[src/design/vbmd_pkg.sv]
package vbmd_pkg;

  // Default store sizes in 1 KiB pages
  localparam int PATTERN_PAGES_DEF = 8;
  localparam int TABLE_PAGES_DEF   = 4;

  localparam int PAGE_BITS    = 10;
  localparam int ADDR_W       = 14;
  localparam int DATA_W       = 8;
  localparam int PAL_W        = 6;
  localparam int PAL_DEPTH    = 32;
  localparam int CFG_ADDR_W   = 4;
  localparam int CFG_DATA_W   = 32;

  localparam logic [ADDR_W-1:0] TABLE_BASE   = 14'h2000;
  localparam logic [ADDR_W-1:0] PALETTE_BASE = 14'h3F00;
  localparam logic [DATA_W-1:0] GRAY_MASK    = 8'h30;
  localparam logic [DATA_W-1:0] FULL_MASK    = 8'hFF;

  // Register reset values
  localparam logic       GRAYSCALE_RST  = 1'b0;
  localparam logic [7:0] PATTERN_WE_RST = 8'h00;
  localparam logic [3:0] TABLE_WE_RST   = 4'hF;
  localparam logic [7:0] PAGE_MAP_RST   = 8'h44;

  typedef enum logic [1:0] {
    REGION_PATTERN = 2'd0,
    REGION_TABLE   = 2'd1,
    REGION_PALETTE = 2'd2
  } region_t;

  typedef enum logic [1:0] {
    REG_GRAYSCALE  = 2'd0,
    REG_PATTERN_WE = 2'd1,
    REG_TABLE_WE   = 2'd2,
    REG_PAGE_MAP   = 2'd3
  } reg_idx_t;

  typedef struct packed {
    logic       grayscale;
    logic [7:0] pattern_we;
    logic [3:0] table_we;
    logic [7:0] page_map;
  } cfg_t;

  // Per-item control from the decoder to the stores and the result stage
  typedef struct packed {
    region_t region;
    logic    pat_we;
    logic    pat_re;
    logic    tab_we;
    logic    tab_re;
    logic    pal_we;
    logic    pal_re;
    logic    landed;
  } access_t;

  // Wrap a small page number into 0..pages-1 by repeated subtraction
  function automatic logic [2:0] page_wrap(logic [2:0] page, int pages);
    logic [3:0] v;
    logic [3:0] p;
    v = {1'b0, page};
    p = 4'(pages);
    for (int i = 0; i < 8; i++) begin
      if (v >= p) begin
        v = v - p;
      end
    end
    return v[2:0];
  endfunction

endpackage

[src/design/vbmd_decode.sv]
module vbmd_decode #(
  parameter int PATTERN_PAGES = vbmd_pkg::PATTERN_PAGES_DEF,
  parameter int TABLE_PAGES   = vbmd_pkg::TABLE_PAGES_DEF
) (
  input  logic                                      accept,
  input  logic                                      command,
  input  logic [vbmd_pkg::ADDR_W-1:0]               address,
  input  vbmd_pkg::cfg_t                            cfg,
  output vbmd_pkg::access_t                         acc,
  output logic [$clog2(PATTERN_PAGES*1024)-1:0]     pat_idx,
  output logic [$clog2(TABLE_PAGES*1024)-1:0]       tab_idx,
  output logic [4:0]                                pal_idx
);

  localparam int PW = $clog2(PATTERN_PAGES * 1024);
  localparam int TW = $clog2(TABLE_PAGES * 1024);

  logic [2:0]  lpage;
  logic [2:0]  ppage;
  logic [12:0] pat_full;
  logic [1:0]  win;
  logic [1:0]  sel;
  logic [2:0]  tpage;
  logic [11:0] tab_full;
  vbmd_pkg::region_t region;
  logic        wr;
  logic        rd;

  assign wr = accept && command;
  assign rd = accept && !command;

  // Pattern: identity paging, wrapped to the pages present
  assign lpage    = address[12:10];
  assign ppage    = vbmd_pkg::page_wrap(lpage, PATTERN_PAGES);
  assign pat_full = {ppage, address[vbmd_pkg::PAGE_BITS-1:0]};
  assign pat_idx  = pat_full[PW-1:0];

  // Name table: window picks a 2-bit page selector
  assign win      = address[11:10];
  assign sel      = cfg.page_map[{win, 1'b0} +: 2];
  assign tpage    = vbmd_pkg::page_wrap({1'b0, sel}, TABLE_PAGES);
  assign tab_full = {tpage[1:0], address[vbmd_pkg::PAGE_BITS-1:0]};
  assign tab_idx  = tab_full[TW-1:0];

  // Palette: entries on a multiple of four fold onto the backdrop and
  // read-back cells, which sit at 0, 4, 8 and C
  assign pal_idx = (address[1:0] == 2'b00) ? {1'b0, address[3:2], 2'b00} : address[4:0];

  always_comb begin
    if (address < vbmd_pkg::TABLE_BASE) begin
      region = vbmd_pkg::REGION_PATTERN;
    end else if (address < vbmd_pkg::PALETTE_BASE) begin
      region = vbmd_pkg::REGION_TABLE;
    end else begin
      region = vbmd_pkg::REGION_PALETTE;
    end
  end

  // Gate store strobes by region and write enables
  always_comb begin
    acc.region = region;
    acc.pat_we = wr && (region == vbmd_pkg::REGION_PATTERN) && cfg.pattern_we[lpage];
    acc.pat_re = rd && (region == vbmd_pkg::REGION_PATTERN);
    acc.tab_we = wr && (region == vbmd_pkg::REGION_TABLE) && cfg.table_we[win];
    acc.tab_re = rd && (region == vbmd_pkg::REGION_TABLE);
    acc.pal_we = wr && (region == vbmd_pkg::REGION_PALETTE);
    acc.pal_re = rd && (region == vbmd_pkg::REGION_PALETTE);
    acc.landed = acc.pat_we || acc.tab_we || acc.pal_we;
  end

endmodule

[config.mk]
export PLATFORM = sky130hd
export DESIGN_NAME = vbmd_decode
export DESIGN_NICKNAME = d
export VERILOG_FILES = /design/src/design/vbmd_pkg.sv /design/src/design/vbmd_decode.sv
export SDC_FILE = /design/constraint.sdc
export NUM_CORES = 1
export LEC_CHECK = 0
export BUFFER_PORTS_ARGS = -buffer_cell sky130_fd_sc_hd__clkbuf_2
export CAP_MARGIN = 40
export CORE_MARGIN = 1.5
export CORE_UTILIZATION = 28
export DETAILED_ROUTE_END_ITERATION = 12
export PLACE_DENSITY = 0.87
export SLEW_MARGIN = 20
export SYNTH_ARGS = -nofsm -noshare
export SYNTH_HDL_FRONTEND = slang
export SYNTH_SLANG_ARGS = --single-unit
[constraint.sdc]
create_clock -name vclk -period 2.6
set_input_delay 0.52 -clock vclk [all_inputs]
set_output_delay 0.52 -clock vclk [all_outputs]
set_load 0.02 [all_outputs]
==> results.yml <==
worst_setup_path:
  crit_buf_inv: 2
  crit_slowest_cell: "mux4_2"
  crit_type: "in -> out"
  end_kind: "primary output"
  cpMostUsedCell: "clkbuf_2"
  arrival_ns: 1.96
  cp-start-kind: "primary input"
  max_stage_delay_ns: 0.52
  worstPathRequired_ns: 2.08
  crit_path_cell_trace: "clkbuf_2 -> mux4_2 -> mux2i_1 -> nor3_1 -> a311o_1 -> clkbuf_2"
  path_max_fanout: 7
  path_delay_family: "multiplexers"
route:
  routed_via_density: 4.68
  drt-pass1-iter-count: 1
  post_drt_wl_per_cell_um: 10.7
  wl_mm: 1.05
  drt-initial-drc-count: 0
  via_count: 459
  ant_nets: 0
  drc: 0
run_status:
  status: "completed"
flow_run:
  maxCapViolCount: 0
power:
  leakage_uw: 0.000326
  p_per_area_nw_per_um2: 193
  ir_worst_vdd_mv: 0.0752
place:
  gp_congestion: 0.703
  hpwlAfterDp_mm: 1.02
  portBuffers: 58
  placed_area_um2: 522
clock_network:
  postCtsResizedCells: 0
  cts_setup_buffers: 0
  hold_buffers: 0
synth:
  yosys.area.top_type: "buf_4"
  ys_types: 15
  netlist_area_um2: 413
  synthTopCellsByArea: "buf_4 (45%), mux4_2 (27%), nor2_1 (5.5%)"
  synth_top_area_share_pct: 45.5
  netlist_instances: 53
  synthesis.nets: 90
  yosys_warnings: 0
  syn_avg_cell_area_um2: 7.79
  ys_seq_area_share_pct: 0
die:
  io_pins: 76
  num_rows: 13
  fp.coreArea_um2: 1330
  die_area_um2: 1710
  die_h_um: 41.4
  initial_utilization_pct: 31.0
  die_x_um: 41.4
global_routing:
  overflow: 0
  track_usage_pct: 11.8
  antenna_found_initial: 0
  met1_usage_pct: 10.1
  grt_max_degree: 8
  grt_pass1_wl_mm: 1.70
  grt_pass1_vias: 415
  met2_usage_pct: 25.0
  busiest_layer: "met2"
  grtUsageMet3_pct: 3.48
finish:
  final_area_um2: 522
  layout_common_cells: "clkbuf_2 (58), nor2_1 (6), mux4_2 (5)"
  layout.area.seq_um2: 0
  fillers: 155
  drive_gt1_share_pct: 75.9
  num_antenna_cells: 0
  nets: 122
  syn_to_final_growth_pct: 26.4
  nFlopsAndLatches: 0
  layout_commonest_cell: "clkbuf_2"
  n_clock_buffer: 0
min_path:
  hp-class: "in -> out"
  whs_endpoint: "tab_idx[6]"
  holdPathStages: 0
  hp-start: "address[6]"
timing:
  fmax_ghz: 0.403
  grt_setup_unrepaired: "no"
  slew_headroom_pct: 80.5
  tightest_slew_ns: 0.289
  finalSetupTns_ns: 0
  report.final.slew_viol_count: 0
  min_period_ns: 2.48
  hold_viol_final: 0
  setup_viol: 0
  post-route-period-util_pct: 95.4
-- worst max path at each step --
stage                      startpoint      to  slack, ns  depth (start not counted)
after detailed placement  address[10]  acc[0]       0.09                          6
after CTS                 address[10]  acc[0]       0.08                          6
after global routing      address[10]  acc[0]       0.02                          6
after floorplan           address[10]  acc[0]       0.17                          5
final                     address[10]  acc[0]       0.12                          6
after global placement    address[10]  acc[0]       0.11                          6
-- cells in the mapped netlist --
cell	number
nor2_1	6
a311o_1	1
nand2b_1	1
buf_4	25
nand3_1	1
clkbuf_1	2
inv_1	2
mux2i_1	1
buf_2	1
o21a_1	1
nor3_1	1
o21ai_0	1
nand2_1	4
and2_1	1
mux4_2	5
-- kinds of logic after synthesis --
group	Yosys count	synth area share, %
multiplexers	6	29.7
buffers and inverters	30	50.3
AO/OA/AOI/OAI	3	5.45
AND/OR/NAND/NOR	14	14.5
-- through the flow --
step                std cells  hold slack [ns]  setup WS (ns)  utilization (%)  total power, uW
CTS                        98             1.04         0.0842             39.1              103
global route               98             1.04         0.0221             39.1              108
detailed placement         98             1.04         0.0866             39.1              102
finish                     98             1.04          0.118             39.1              101
global placement           98             1.04          0.111             39.1              101
floorplan                  53             1.12          0.171                -             96.6
-- power breakdown --
part / internal, uW / switching, uW / leakage (uW)
Combinational: 46.4 / 54.5 / 0.000326
Sequential: 0 / 0 / 0
Clock: 0 / 0 / 0
-- area by class of cell --
| type | instances | area (um^2) | area share (%) |
|---|---|---|---|
| inverter | 2 | 7.51 | 1.44 |
| tap | 15 | 18.8 | 3.60 |
| multi-input combinational | 23 | 205 | 39.3 |
| timing repair buffer | 58 | 290 | 55.6 |
-- metal layers --
| layer | vias up | routed length (um) | share of wire, % |
|---|---|---|---|
| met1 | 195 | 296 | 28 |
| met5 | - | 0 | 0 |
| met3 | 2 | 155 | 15 |
| met4 | 0 | 9 | 0.86 |
| li1 | 218 | - | - |
| met2 | 44 | 586 | 56 |
Power figures use the tool's default switching activity.
