==> config.mk <==
export PLATFORM = sky130hd
export DESIGN_NAME = vbmd_cfg
export DESIGN_NICKNAME = d
export VERILOG_FILES = /design/src/design/vbmd_pkg.sv /design/src/design/vbmd_cfg.sv
export SDC_FILE = /design/constraint.sdc
export NUM_CORES = 1
export LEC_CHECK = 0
export BUFFER_PORTS_ARGS = -buffer_cell sky130_fd_sc_hd__buf_4
export CORE_ASPECT_RATIO = 2
export CORE_MARGIN = 2
export CORE_UTILIZATION = 35
export DETAILED_ROUTE_END_ITERATION = 10
export PLACE_DENSITY = 0.76
export SETUP_SLACK_MARGIN = 0.3
export SKIP_CTS_REPAIR_TIMING = 1
export SLEW_MARGIN = 20
export SYNTH_ARGS = -nofsm -noshare
export SYNTH_HDL_FRONTEND = slang
export SYNTH_SLANG_ARGS = --single-unit
==> constraint.sdc <==
create_clock -name clk -period 1 [get_ports clk]
set_clock_uncertainty 0.1 [all_clocks]
set_input_delay 0.15 -clock clk [delete_from_list [all_inputs] [get_ports clk]]
set_output_delay 0.15 -clock clk [all_outputs]
set_load 0.005 [all_outputs]
==> src/design/vbmd_pkg.sv <==
package vbmd_pkg;

  // Default store sizes in 1 KiB pages
  localparam int PATTERN_PAGES_DEF = 8;
  localparam int TABLE_PAGES_DEF   = 4;

  localparam int PAGE_BITS    = 10;
  localparam int ADDR_W       = 14;
  localparam int DATA_W       = 8;
  localparam int PAL_W        = 6;
  localparam int PAL_DEPTH    = 32;
  localparam int CFG_ADDR_W   = 4;
  localparam int CFG_DATA_W   = 32;

  localparam logic [ADDR_W-1:0] TABLE_BASE   = 14'h2000;
  localparam logic [ADDR_W-1:0] PALETTE_BASE = 14'h3F00;
  localparam logic [DATA_W-1:0] GRAY_MASK    = 8'h30;
  localparam logic [DATA_W-1:0] FULL_MASK    = 8'hFF;

  // Register reset values
  localparam logic       GRAYSCALE_RST  = 1'b0;
  localparam logic [7:0] PATTERN_WE_RST = 8'h00;
  localparam logic [3:0] TABLE_WE_RST   = 4'hF;
  localparam logic [7:0] PAGE_MAP_RST   = 8'h44;

  typedef enum logic [1:0] {
    REGION_PATTERN = 2'd0,
    REGION_TABLE   = 2'd1,
    REGION_PALETTE = 2'd2
  } region_t;

  typedef enum logic [1:0] {
    REG_GRAYSCALE  = 2'd0,
    REG_PATTERN_WE = 2'd1,
    REG_TABLE_WE   = 2'd2,
    REG_PAGE_MAP   = 2'd3
  } reg_idx_t;

  typedef struct packed {
    logic       grayscale;
    logic [7:0] pattern_we;
    logic [3:0] table_we;
    logic [7:0] page_map;
  } cfg_t;

  // Per-item control from the decoder to the stores and the result stage
  typedef struct packed {
    region_t region;
    logic    pat_we;
    logic    pat_re;
    logic    tab_we;
    logic    tab_re;
    logic    pal_we;
    logic    pal_re;
    logic    landed;
  } access_t;

  // Wrap a small page number into 0..pages-1 by repeated subtraction
  function automatic logic [2:0] page_wrap(logic [2:0] page, int pages);
    logic [3:0] v;
    logic [3:0] p;
    v = {1'b0, page};
    p = 4'(pages);
    for (int i = 0; i < 8; i++) begin
      if (v >= p) begin
        v = v - p;
      end
    end
    return v[2:0];
  endfunction

endpackage

==> src/design/vbmd_cfg.sv <==
module vbmd_cfg (
  input  logic                               clk,
  input  logic                               rst_n,
  input  logic                               psel,
  input  logic                               penable,
  input  logic                               pwrite,
  input  logic [vbmd_pkg::CFG_ADDR_W-1:0]    paddr,
  input  logic [vbmd_pkg::CFG_DATA_W-1:0]    pwdata,
  output logic [vbmd_pkg::CFG_DATA_W-1:0]    prdata,
  output logic                               pready,
  output vbmd_pkg::cfg_t                     cfg
);

  vbmd_pkg::cfg_t   cfg_r;
  vbmd_pkg::reg_idx_t reg_idx;
  logic             wr_en;

  assign pready  = 1'b1;
  assign reg_idx = vbmd_pkg::reg_idx_t'(paddr[3:2]);
  assign wr_en   = psel && penable && pwrite && pready;

  // Update the addressed register on the access cycle
  always_ff @(posedge clk) begin
    if (!rst_n) begin
      cfg_r.grayscale  <= vbmd_pkg::GRAYSCALE_RST;
      cfg_r.pattern_we <= vbmd_pkg::PATTERN_WE_RST;
      cfg_r.table_we   <= vbmd_pkg::TABLE_WE_RST;
      cfg_r.page_map   <= vbmd_pkg::PAGE_MAP_RST;
    end else if (wr_en) begin
      case (reg_idx)
        vbmd_pkg::REG_GRAYSCALE:  cfg_r.grayscale  <= pwdata[0];
        vbmd_pkg::REG_PATTERN_WE: cfg_r.pattern_we <= pwdata[7:0];
        vbmd_pkg::REG_TABLE_WE:   cfg_r.table_we   <= pwdata[3:0];
        vbmd_pkg::REG_PAGE_MAP:   cfg_r.page_map   <= pwdata[7:0];
        default: ;
      endcase
    end
  end

  // Read back the addressed register
  always_comb begin
    case (reg_idx)
      vbmd_pkg::REG_GRAYSCALE:  prdata = {31'd0, cfg_r.grayscale};
      vbmd_pkg::REG_PATTERN_WE: prdata = {24'd0, cfg_r.pattern_we};
      vbmd_pkg::REG_TABLE_WE:   prdata = {28'd0, cfg_r.table_we};
      vbmd_pkg::REG_PAGE_MAP:   prdata = {24'd0, cfg_r.page_map};
      default:                  prdata = '0;
    endcase
  end

  assign cfg = cfg_r;

endmodule

==> out/metrics.cfg, run 1 <==
[outcome]
outcome = finished, violations left
violations = setup timing

[die]
die_y_um = 86.5
rows = 30
coreArea_um2 = 3300
initial_core_util = 0.360
die_area_um2 = 3910
die_w_um = 45.2
ioPinCount = 95

[grt]
track_usage = 0.152
grt_overflow = 0
grt_pass1_wl_um = 4510
grt_pass1_vias = 1038
grt_max_degree = 18
grt_antenna_before_repair = 0

[layout]
post-route-util = 0.598
drive_above_1_share = 0.582
fillCellCount = 288
regArea_um2 = 449
insertedDiodeCount = 0
area_growth_pct = 66.0
largest_reg_flops = 21
final_cell_mix = buf_6, buf_4, conb_1, nand2_1, dfxtp_2
nets = 243
multiInputGateArea_um2 = 698
final_common_cell = buf_6

[hold_path]
hp-class = primary input to flip-flop
min_path_cells = 3
whs_endpoint = cfg[18]
hp-start = pwdata[6]

[setup_path]
arrival_ns = 1.19
critPathKind = flip-flop to primary output
r2r_cells = 3
r2r_setup_slack_ns = 0.14
r2r-end = cfg[9]
crit_fanout = 2
r2r_start = cfg[9]
startpoint_type = flip-flop
required_ns = 0.75
crit_path_end_kind = primary output

[detailed_routing]
drtIter0Drc = 13
avgViaCountPerCell = 4.78
ant_nets = 0
dr.pass1.iters = 4
drt_wl_total_um = 3340
drc = 0
avgRoutedWirePerCell_um = 14.3
routed-via-count = 1114

[sta]
finalWorstPathRequiredPeriod_ns = 1.44
fmax_mhz = 696
period_share = 1.44
maxSlewViolCount = 0
layout_setup_ws_ns = -0.436
rsz0062_at_grt = true
worst_hold_slack_ns = 0.0348
hold_viol_final = 0
final-setup-viol-count = 19

[clock_tree]
clk_latency_ns = 0.26
cts_tree = yes
cts_made_buffers = 3
clk_pin_slew_ns = 0.08
cts.sinks = 21
clockBufferDepth = 2
cts-root-buf = clkbuf_8
h-tree-depth = 1

[place]
port_buffers = 43
hpwl_um = 2290
gp_congestion = 0.830

[logic_synthesis]
synth.ff_latch_count = 21
synth_cell_type_count = 24
synthCells = 132
ys_warn_count = 0
avgSynthCellArea_um2 = 9.01
synth_area_um2 = 1190
ys_seq_area_frac = 0.353

[power_and_ir_drop]
powerDensity_nw_per_um2 = 902
power.leakage_uw = 0.000906
ir_drop_mv = 0.784

[run]
drv_cap = 0

## power by group
part / total, uW / switching (uW) / internal, uW
Clock: 562 / 284 / 278
Sequential: 860 / 11.4 / 848
Combinational: 360 / 172 / 188
Total: 1780 / 467 / 1310
## synthesized netlist by cell type (all sizes together)
library cell,count,area (um2)
a22o,3,26.3
and3,1,6.26
buf,29,209
clkbuf,1,3.75
conb,2,7.51
dfxtp,21,420
inv,6,22.5
mux2,3,33.8
mux2i,18,180
mux4,1,22.5
nand2,22,82.6
nand3,3,20.0
nand4,1,21.3
nor2,6,25.0
nor3,1,16.3
o211ai,6,45.0
o21ai,6,30.0
o311ai,1,8.76
o41ai,1,8.76
## kinds of logic after synthesis
| family | synth area share |
|---|---|
| AO/OA/AOI/OAI | 0.0999 |
| buffers and inverters | 0.198 |
| flip-flops | 0.353 |
| multiplexers | 0.199 |
| other | 0.00631 |
| AND/OR/NAND/NOR | 0.144 |
## routing by layer
metal	vias up	GRT usage	share of wire
met1	527	0.182	0.38
met4	0	0.0428	0.0081
met2	45	0.269	0.55
met3	2	0.0229	0.061
li1	540	-	-
met5	-	0	0
## area by class of cell
cell class                      count  share of cell area
Timing Repair Buffer               72               0.358
Multi-Input combinational cell     98               0.353
Sequential cell                    21               0.227
Clock buffer                        3              0.0209
Tap cell                           32              0.0203
Inverter                            6              0.0177
Clock inverter                      1             0.00253
## worst max-delay path, stage by stage, from the launching register on
cell     delay, ns
dfxtp_2       0.32
mux4_2        0.47
buf_6         0.13
## per-stage QoR
step / cells / instance area, um2 / power (uW) / worst slack (ns) / TNS [ns]
after floorplan: 155 / 1350 / 1100 / -0.0217 / -0.0466
after global placement: 222 / 1640 / 1170 / -0.238 / -3.08
after detailed placement: 222 / 1640 / 1170 / -0.268 / -3.48
after CTS: 226 / 1690 / 1730 / -0.448 / -3.27
after global routing: 233 / 1980 / 1870 / -0.465 / -3.77
final: 233 / 1980 / 1780 / -0.436 / -3.08
## worst max path at each step
stage | cells after the start | start | end | slack, ns
after CTS | 2 | cfg[0] | prdata[0] | -0.45
after global routing | 2 | cfg[0] | prdata[0] | -0.47
after floorplan | 1 | cfg[0] | prdata[0] | -0.02
after detailed placement | 3 | paddr[2] | prdata[0] | -0.27
final | 2 | cfg[0] | prdata[0] | -0.44
after global placement | 3 | paddr[2] | prdata[0] | -0.24
(Power assumes the default switching activity.)
==> inputs of run 2 (changes only) <==
--- a/config.mk
+++ b/config.mk
@@ -6,14 +6,16 @@
 export NUM_CORES = 1
 export LEC_CHECK = 0
 export BUFFER_PORTS_ARGS = -buffer_cell sky130_fd_sc_hd__buf_4
+export CELL_PAD_IN_SITES_DETAIL_PLACEMENT = 0
+export CELL_PAD_IN_SITES_GLOBAL_PLACEMENT = 1
 export CORE_ASPECT_RATIO = 2
 export CORE_MARGIN = 2
-export CORE_UTILIZATION = 35
+export CORE_UTILIZATION = 26
 export DETAILED_ROUTE_END_ITERATION = 10
-export PLACE_DENSITY = 0.76
+export PLACE_DENSITY = 0.79
 export SETUP_SLACK_MARGIN = 0.3
 export SKIP_CTS_REPAIR_TIMING = 1
-export SLEW_MARGIN = 20
+export SLEW_MARGIN = 5
 export SYNTH_ARGS = -nofsm -noshare
 export SYNTH_HDL_FRONTEND = slang
 export SYNTH_SLANG_ARGS = --single-unit
==> constraint.sdc (replaced) <==
create_clock -name clk -period 1.4 [get_ports clk]
set_clock_uncertainty 0.1 [all_clocks]
set_input_delay 0.21 -clock clk [delete_from_list [all_inputs] [get_ports clk]]
set_output_delay 0.21 -clock clk [all_outputs]
set_load 0.005 [all_outputs]
==> run 2 against run 1 <==
The run still ends with setup timing left; routed wire length down 9.7%; first-iteration DRC count is 62% lower; clock power is 30% lower; via count down 6.1%; final cell count rose by 3.0%; core utilization is 21 points lower; cell area decreased by 14%; hold slack better by 0.076 ns; sequential power fell by 29%; non-clock buffer count decreased by 15; critical path type unchanged; critical endpoint unchanged; largest cell class is now multi-input gates; highest routed layer unchanged.
==> out/metrics.cfg, run 2 (synthesis gave the netlist of run 1 again) <==
[die]
die_w_um = 51.8
die_area_um2 = 5170
initial_core_util = 0.272
rows = 34
coreArea_um2 = 4380
ioPinCount = 95
die_y_um = 99.7

[layout]
multiInputGateArea_um2 = 637
final_common_cell = buf_4
nets = 228
stdcell_count = 240
fillCellCount = 446
regArea_um2 = 442
final_cell_mix = buf_4, conb_1, nand2_1, mux2i_1, dfxtp_2
area_growth_pct = 42.8
largest_reg_flops = 21
drive_above_1_share = 0.462
insertedDiodeCount = 0

[sta]
finalWorstPathRequiredPeriod_ns = 1.50
period_share = 1.07
hold_viol_final = 0
maxSlewViolCount = 0
rsz0062_at_grt = true
final-setup-viol-count = 4
layout_setup_ws_ns = -0.0967
fmax_mhz = 668

[place]
port_buffers = 43
place_ws_ns = 0.0406
dp_cells = 230
hpwl_um = 2220
gp_congestion = 0.809

[detailed_routing]
ant_nets = 0
drc = 0
routed-via-count = 1046
drtIter0Drc = 5
avgViaCountPerCell = 4.36
avgRoutedWirePerCell_um = 12.6
drt_wl_total_um = 3020
dr.pass1.iters = 2

[power_and_ir_drop]
powerDensity_nw_per_um2 = 712
ir_drop_mv = 0.399
power.leakage_uw = 0.000784

[clock_tree]
cts-root-buf = clkbuf_8
cts.sinks = 21
cts_tree = yes
clk_latency_ns = 0.25
cts_made_buffers = 3
clockBufferDepth = 2
clk_pin_slew_ns = 0.08
h-tree-depth = 1

[setup_path]
arrival_ns = 1.19
r2r_cells = 3
crit_fanout = 3
critPathKind = flip-flop to primary output
path_delay_family = multiplexers
cp.depth = 2
cp_num_buf_inv = 1
crit_chain = mux4_2 -> buf_6
startpoint_type = flip-flop
critPathMaxStageDelay_ns = 0.47
required_ns = 1.09
slowest_stage = mux4_2
crit_path_end_kind = primary output

[outcome]
violations = setup timing
outcome = finished, violations left

[grt]
track_usage = 0.113
grt_pass1_vias = 921
grt_antenna_before_repair = 0
grt_pass1_wl_um = 4450
grt_overflow = 0
grt_max_degree = 24

[run]
drv_cap = 0

[hold_path]
hp-class = primary input to flip-flop
min_path_cells = 3

==> run 2: metrics by stage <==
stage / hold WS, ns / utilization / power (uW) / TNS, ns / instance area [um2]
floorplan: 0.252 / - / 772 / 0 / 1290
global placement: 0.361 / 0.349 / 813 / 0 / 1530
detailed placement: 0.365 / 0.349 / 815 / 0 / 1530
CTS: 0.112 / 0.360 / 1210 / -0.364 / 1580
global route: 0.120 / 0.388 / 1260 / -0.432 / 1700
finish: 0.111 / 0.388 / 1210 / -0.285 / 1700
==> run 2: layout make-up <==
type	count	share of cell area
Timing Repair Buffer	57	0.286
Multi-Input combinational cell	98	0.375
Clock buffer	4	0.0265
Sequential cell	21	0.260
Inverter	6	0.0133
Tap cell	54	0.0398
==> run 2: worst paths after layout <==
kind / from / to / slack (ns)
setup / recovery: cfg[0] / prdata[0] / -0.1
hold / removal: pwdata[6] / cfg[18] / 0.11
setup reg to reg: cfg[10] / cfg[10] / 0.55
hold reg to reg: cfg[17] / cfg[17] / 0.37
==> run 2: power by group <==
part	internal [uW]	total (uW)	switching (uW)
Clock	202	394	192
Combinational	98.1	201	103
Sequential	607	614	6.93
==> run 2: routing by layer <==
| metal | up-vias | GRT usage | share of wire |
|---|---|---|---|
| li1 | 509 | - | - |
| met1 | 488 | 0.140 | 0.39 |
| met2 | 47 | 0.191 | 0.54 |
| met3 | 2 | 0.00450 | 0.054 |
| met4 | 0 | 0.0628 | 0.013 |
| met5 | - | 0 | 0 |
==> run 2: worst register-to-register path, delay by kind of cell (launching register included) <==
family	cells	cell delay (ns)
buf+inv	1	0.13
compound gates	2	0.18
flops	1	0.33
==> inputs of run 3 (changes only) <==
--- a/config.mk
+++ b/config.mk
@@ -5,6 +5,7 @@
 export SDC_FILE = /design/constraint.sdc
 export NUM_CORES = 1
 export LEC_CHECK = 0
+export ABC_AREA = 0
 export BUFFER_PORTS_ARGS = -buffer_cell sky130_fd_sc_hd__buf_4
 export CELL_PAD_IN_SITES_DETAIL_PLACEMENT = 0
 export CELL_PAD_IN_SITES_GLOBAL_PLACEMENT = 1
@@ -15,6 +16,7 @@
 export PLACE_DENSITY = 0.79
 export SETUP_SLACK_MARGIN = 0.3
 export SKIP_CTS_REPAIR_TIMING = 1
+export SKIP_LAST_GASP = 1
 export SLEW_MARGIN = 5
 export SYNTH_ARGS = -nofsm -noshare
 export SYNTH_HDL_FRONTEND = slang
==> run 3 against run 2 <==
The flow still finishes with violations (setup timing); sequential cell count did not move; die area is the same; first-iteration DRC count is 40% lower; largest cell class unchanged; clock power is essentially flat; non-clock buffer count unchanged; largest power group unchanged; via count decreased by 0.86%.
==> out/metrics.cfg, run 3 (synthesis gave the netlist of run 1 again) <==
[sta]
fmax_mhz = 668
period_share = 1.07
finalWorstPathRequiredPeriod_ns = 1.50
rsz0062_at_grt = true
final-setup-viol-count = 4
layout_setup_ws_ns = -0.0975
worst_hold_slack_ns = 0.111
maxSlewViolCount = 0
hold_viol_final = 0

[detailed_routing]
drtIter0Drc = 3
drc = 0
routed-via-count = 1037
drt_wl_total_um = 2950
avgRoutedWirePerCell_um = 12.3
dr.pass1.iters = 2
avgViaCountPerCell = 4.32
ant_nets = 0

[layout]
area_growth_pct = 39.6
drive_above_1_share = 0.462
largest_reg_flops = 21
nets = 228
final_common_cell = buf_4
insertedDiodeCount = 0
final_cell_mix = buf_4, conb_1, nand2_1, mux2i_1, dfxtp_2
post-route-util = 0.379
fillCellCount = 449
fin_area_um2 = 1660

[run]
drv_cap = 0

[die]
ioPinCount = 95
initial_core_util = 0.272
die_y_um = 99.7
die_w_um = 51.8
die_area_um2 = 5170
coreArea_um2 = 4380
rows = 34

[grt]
track_usage = 0.113
grt_pass1_wl_um = 4450
grt_pass1_vias = 921
grt_antenna_before_repair = 0
grt_max_degree = 24
grt_overflow = 0

[outcome]
outcome = finished, violations left
violations = setup timing

[setup_path]
crit_path_end_kind = primary output
crit_fanout = 3
critPathMaxStageDelay_ns = 0.47
slowest_stage = mux4_2
cp_num_buf_inv = 1
cp.depth = 2
path_delay_family = multiplexers
r2r_cells = 3
arrival_ns = 1.19
startpoint_type = flip-flop
required_ns = 1.09
r2r_setup_slack_ns = 0.56
crit_chain = mux4_2 -> buf_6
critPathKind = flip-flop to primary output

[place]
hpwl_um = 2220
port_buffers = 43
place_ws_ns = 0.0406
gp_congestion = 0.809
place_area_um2 = 1530

[clock_tree]
clk_latency_ns = 0.25
cts_made_buffers = 3
clockBufferDepth = 2
clk_pin_slew_ns = 0.08
h-tree-depth = 1
cts.sinks = 21
cts-root-buf = clkbuf_8
cts_tree = yes

[hold_path]
hp-class = primary input to flip-flop
min_path_cells = 3

[power_and_ir_drop]
powerDensity_nw_per_um2 = 724
ir_drop_mv = 0.397
power.leakage_uw = 0.000772

==> run 3: cell count changes in the layout (fill, tap and decap cells not counted) <==
cell / previous run / this run
mux2_2: 0 / 1
buf_4: 44 / 53
mux2_4: 3 / 2
buf_6: 12 / 3
==> run 3: layout make-up <==
class	instances	area (um2)	area share
clock buffers	4	45.0	0.0271
well taps	54	67.6	0.0407
multi-input cells	98	633	0.381
flip-flops and latches	21	442	0.266
repair buffers	57	452	0.272
inverters	6	22.5	0.0136
==> run 3: report_power, final <==
| part | leakage (uW) | switching, uW | total (uW) | internal (uW) |
|---|---|---|---|---|
| logic | 0.000576 | 102 | 197 | 94.9 |
| clock network | 0.0000228 | 190 | 392 | 202 |
| registers | 0.000173 | 6.60 | 614 | 607 |
| total | 0.000772 | 299 | 1200 | 905 |
==> run 3: path summary, 6_finish.rpt <==
check | start | end
worst min-delay path | pwdata[6] | cfg[18]
worst min register to register | cfg[19] | cfg[19]
worst max-delay path | cfg[0] | prdata[0]
worst max register to register | cfg[10] | cfg[10]
==> run 3: tightest hold or removal path, stage by stage <==
cell	delay, ns
buf_4	0.11
nand2_1	0.05
mux2i_1	0.06
==> run 3: metal layers <==
layer / track usage / wire [um]
met1: 0.140 / 1150
met2: 0.191 / 1600
met3: 0.00450 / 169
met4: 0.0628 / 40
met5: 0 / 0
==> run 3: metrics by stage <==
step / setup TNS (ns) / instances / total power [uW]
finish: -0.295 / 240 / 1200
floorplan: 0 / 155 / 772
global route: -0.446 / 240 / 1260
CTS: -0.364 / 234 / 1210
detailed placement: 0 / 230 / 815
global placement: 0 / 230 / 813
